## config.mk

```make
export PLATFORM = sky130hd
export DESIGN_NAME = tlta_cell
export DESIGN_NICKNAME = d
export VERILOG_FILES = /design/src/rtl/tlta_pkg.sv /design/src/rtl/tlta_cell.sv
export SDC_FILE = /design/constraint.sdc
export NUM_CORES = 1
export LEC_CHECK = 0
export BUFFER_PORTS_ARGS = -buffer_cell sky130_fd_sc_hd__buf_2
export CAP_MARGIN = 20
export CORE_AREA = 2 2 39 41
export DETAILED_ROUTE_END_ITERATION = 10
export DIE_AREA = 0 0 41 43
export PLACE_DENSITY = 0.3
export SLEW_MARGIN = 25
export SYNTH_ARGS = -nofsm -noshare
export SYNTH_HDL_FRONTEND = slang
export SYNTH_SLANG_ARGS = --single-unit
```

## constraint.sdc

```tcl
create_clock -name vclk -period 0.85
set_clock_uncertainty 0.1 [all_clocks]
set_input_delay 0 -clock vclk [all_inputs]
set_output_delay 0 -clock vclk [all_outputs]
set_load 0.01 [all_outputs]
```

## src/rtl/tlta_pkg.sv

```systemverilog
// Package for the two-lane traffic automaton.
// Shared types, cell codes, command codes and grid size constants.
// No dependencies.
`timescale 1ns / 1ps

package tlta_pkg;

  localparam int MAX_WIDTH  = 64;
  localparam int MAX_HEIGHT = 64;
  localparam int COL_W      = $clog2(MAX_WIDTH);
  localparam int ROW_W      = $clog2(MAX_HEIGHT);
  localparam int SIZE_W     = 7;
  localparam int ROW_BITS   = 2 * MAX_WIDTH;

  localparam logic [1:0] CELL_EMPTY = 2'd0;
  localparam logic [1:0] CELL_UP    = 2'd1;
  localparam logic [1:0] CELL_RIGHT = 2'd2;
  localparam logic [1:0] CELL_ODD   = 2'd3;

  localparam logic [1:0] MODE_CLEAR = 2'd0;
  localparam logic [1:0] MODE_WRITE = 2'd1;
  localparam logic [1:0] MODE_STEP  = 2'd2;
  localparam logic [1:0] MODE_READ  = 2'd3;

  localparam logic REG_GRID_WIDTH  = 1'b0;
  localparam logic REG_GRID_HEIGHT = 1'b1;

  typedef struct packed {
    logic [1:0]       mode;
    logic [COL_W-1:0] col;
    logic [ROW_W-1:0] row;
    logic [1:0]       cell_value;
  } cmd_t;

  typedef struct packed {
    logic [1:0]  read_state;
    logic [15:0] epoch_count;
    logic        coord_error;
  } result_t;

endpackage

```

## src/rtl/tlta_cell.sv

```systemverilog
// One cell of the row update: next state from own and neighbor states.
// Depends on tlta_pkg.
`timescale 1ns / 1ps

module tlta_cell (
  input  logic [1:0] self_s,
  input  logic [1:0] up_s,
  input  logic [1:0] down_s,
  input  logic [1:0] left_s,
  input  logic [1:0] right_s,
  input  logic       even,
  input  logic       active,
  output logic [1:0] next_s
);

  always_comb begin
    next_s = self_s;
    if (active) begin
      if (self_s == tlta_pkg::CELL_UP) begin
        if (even && up_s == tlta_pkg::CELL_EMPTY) next_s = tlta_pkg::CELL_EMPTY;
      end else if (self_s == tlta_pkg::CELL_RIGHT) begin
        if (!even && right_s == tlta_pkg::CELL_EMPTY) next_s = tlta_pkg::CELL_EMPTY;
      end else if (even) begin
        if (down_s == tlta_pkg::CELL_UP) next_s = tlta_pkg::CELL_UP;
      end else begin
        if (left_s == tlta_pkg::CELL_RIGHT) next_s = tlta_pkg::CELL_RIGHT;
      end
    end
  end

endmodule

```

==> impl_results.md <==
- Crit end category: output pin
- Mapped Cells: 15
- Die height: 43 µm
- Setup ws final: -0.1093 ns
- Routed len/inst: roughly 9.5 µm
- Largest family of logic cells by synthesized area: simple AND/OR/NAND/NOR gates
- Final wirelength: roughly 460 µm
- Length of the first detailed-routing pass in iterations: 1
- FFs & Latches: 0
- Post-Synth Adder-Cell Area: 0
- Synth Cell Area: between 90 and 100 µm²
- Top-level port count: 14
- # hold bufs at CTS: 0
- Rows: 14
- Min Tclk post-route: 0.9593 ns
- Cell taking the most area after synthesis: nand2_1
- Yosys warning total: 0
- HP Class: input pin to output pin
- XOR/XNOR Fraction of Synth Area: 0
- Distinct cells, synth: 13
- Storage element area: 0 µm²
- Period utilisation layout: 1.129
- Setup Viol. Count Final: 1
- Routed Antenna Nets: 0
- Tot GR Track Use: 0.05095
- Worst slew margin: 0.8822
- Power per Cell Area: ~430 nW/µm²
- Antenna Diode Count: 0
- P_leak: 0.1305 nW
- Antenna violations before repair: 0
- Gr ovfl total: 0
- Fmax: between 1000 and 1500 MHz
- Initial Util: 0.06600
- Worst Setup Start Kind: input pin
- Post-CTS setup buffer count: 0
- Yosys top cell area share: 0.1233
- Max VDD drop: 0.00006644 V
- Synth Area per Inst: approximately 6.1 µm²
- Share of cells above drive strength 1: 0.6667
- Nets: between 40 and 50
- Slew Limit Fails: 0
- RSZ-0062 raised after global routing: true
- Final setup TNS: -0.1093 ns
- Area growth syn-to-layout: 184.9%
- CP arrival: between 0.8 and 0.9 ns
- Core area: roughly 1400 µm²
- Initial DRC Count: 0
- Die X: 41 µm
- GPL Wtd Cong: 0.5799
- Mux cell area share after synthesis: 0
- MaxCap Viol Count: 0
- First-pass GRT wire length: slightly below 700 µm
- Final Hold Viols: 0
- Drc violations: 0
- Net Count, Synth: 27
- Setup CP Type: input pin to output pin
- Status: finished, violations left
- Post-synthesis simple-gate area fraction: 0.6438
- Vias in the first global route: between 150 and 200
- Synth Area in Compound Gates: 0.3151
- Area of the multi-input gates: around 120 µm²
- Clock buffer cells: 0
- Req. time, crit path: 0.75 ns
- Worst Tran Pin Value: roughly 0.18 ns
- Post-synthesis sequential area ratio: 0
- I/O Buffers: 14
- Post-placement worst setup slack: -0.1562 ns
- Area contributors post-synth: nand2_1 12%, o311a_1 11%, nand4b_1 9.6%
- Failing checks: negative setup slack
- Largest net degree at the start of global routing: 6
- Via count: 184
- Via density per instance: 3.755
- Die area: between 1500 and 2000 µm²
- Worst-path fanout max: 1
- Fill count: between 150 and 200
- Hpwl dp: between 300 and 400 µm
report_power, final:
group	internal [W]	switching (W)	leakage, nW	total, W
registers	0	0	0	0
clock network	0	0	0	0
logic	0.0000661	0.0000469	0.130	0.000113
total	0.0000661	0.0000469	0.130	0.000113
stage by stage:
step           hold slack (ns)   power [W]  area, µm²  utilization  cells
2_1_floorplan        -0.007407  0.00002992      91.34            -     15
3_3_place_gp            0.2428  0.00009089      211.5       0.1528     49
4_1_cts                 0.2344   0.0001024      239.0       0.1727     49
5_1_grt                 0.2658   0.0001223      260.3       0.1881     49
6_report                0.2408   0.0001130      260.3       0.1881     49
3_5_place_dp            0.2352  0.00009000      211.5       0.1528     49
routing by layer:
| layer | vias up | global-route usage | share of wire |
|---|---|---|---|
| li1 | 95 | - | - |
| met4 | 0 | 0 | 0 |
| met5 | - | 0 | 0 |
| met3 | 0 | 0.005236 | 0.16 |
| met1 | 79 | 0.08228 | 0.47 |
| met2 | 10 | 0.07500 | 0.37 |
Yosys cell counts, drive strengths merged:
library cell and instances:
a21oi 1, a31oi 1, inv 1, nand2 3, nand3 1, nand4b 1, nor2b 1, nor3 1
nor4b 1, o311a 1, o31ai 1, or2b 1, or3 1
cells in the final DEF (no fill, tap or decap), drive strengths merged:
master | netlist | final
inv | 1 | 1
a31oi | 1 | 1
or3 | 1 | 1
nor3 | 1 | 1
nor2b | 1 | 1
nand2 | 3 | 3
o31ai | 1 | 1
or2b | 1 | 1
buf | 0 | 18
nand3 | 1 | 1
nor4b | 1 | 1
a21oi | 1 | 1
nand4b | 1 | 1
o311a | 1 | 1
what timing repair did:
item,CTS,global route
pin swaps,0,2
setup endpoints to repair,2,2
resized for setup,5,4
hold endpoints to repair,0,0
worst max-delay path, stage by stage:
cell and delay, ns:
buf_6 0.09, o311a_1 0.32, or3_1 0.31, buf_2 0.15
cell families (layout without fill, tap and decap cells):
logic type | count (synthesis) | count (layout)
buf+inv | 1 | 19
compound gates | 4 | 4
simple gates | 10 | 10
area by class of cell:
class              instances  share of cell area
inverters                  1             0.01442
multi-input cells         14              0.4519
well taps                 16             0.07692
repair buffers            18              0.4567
final timing paths:
path	start	endpoint	cells past startpoint
max	up_s[1]	next_s[0]	4
min	self_s[0]	next_s[1]	3
(Power assumes the default switching activity.)
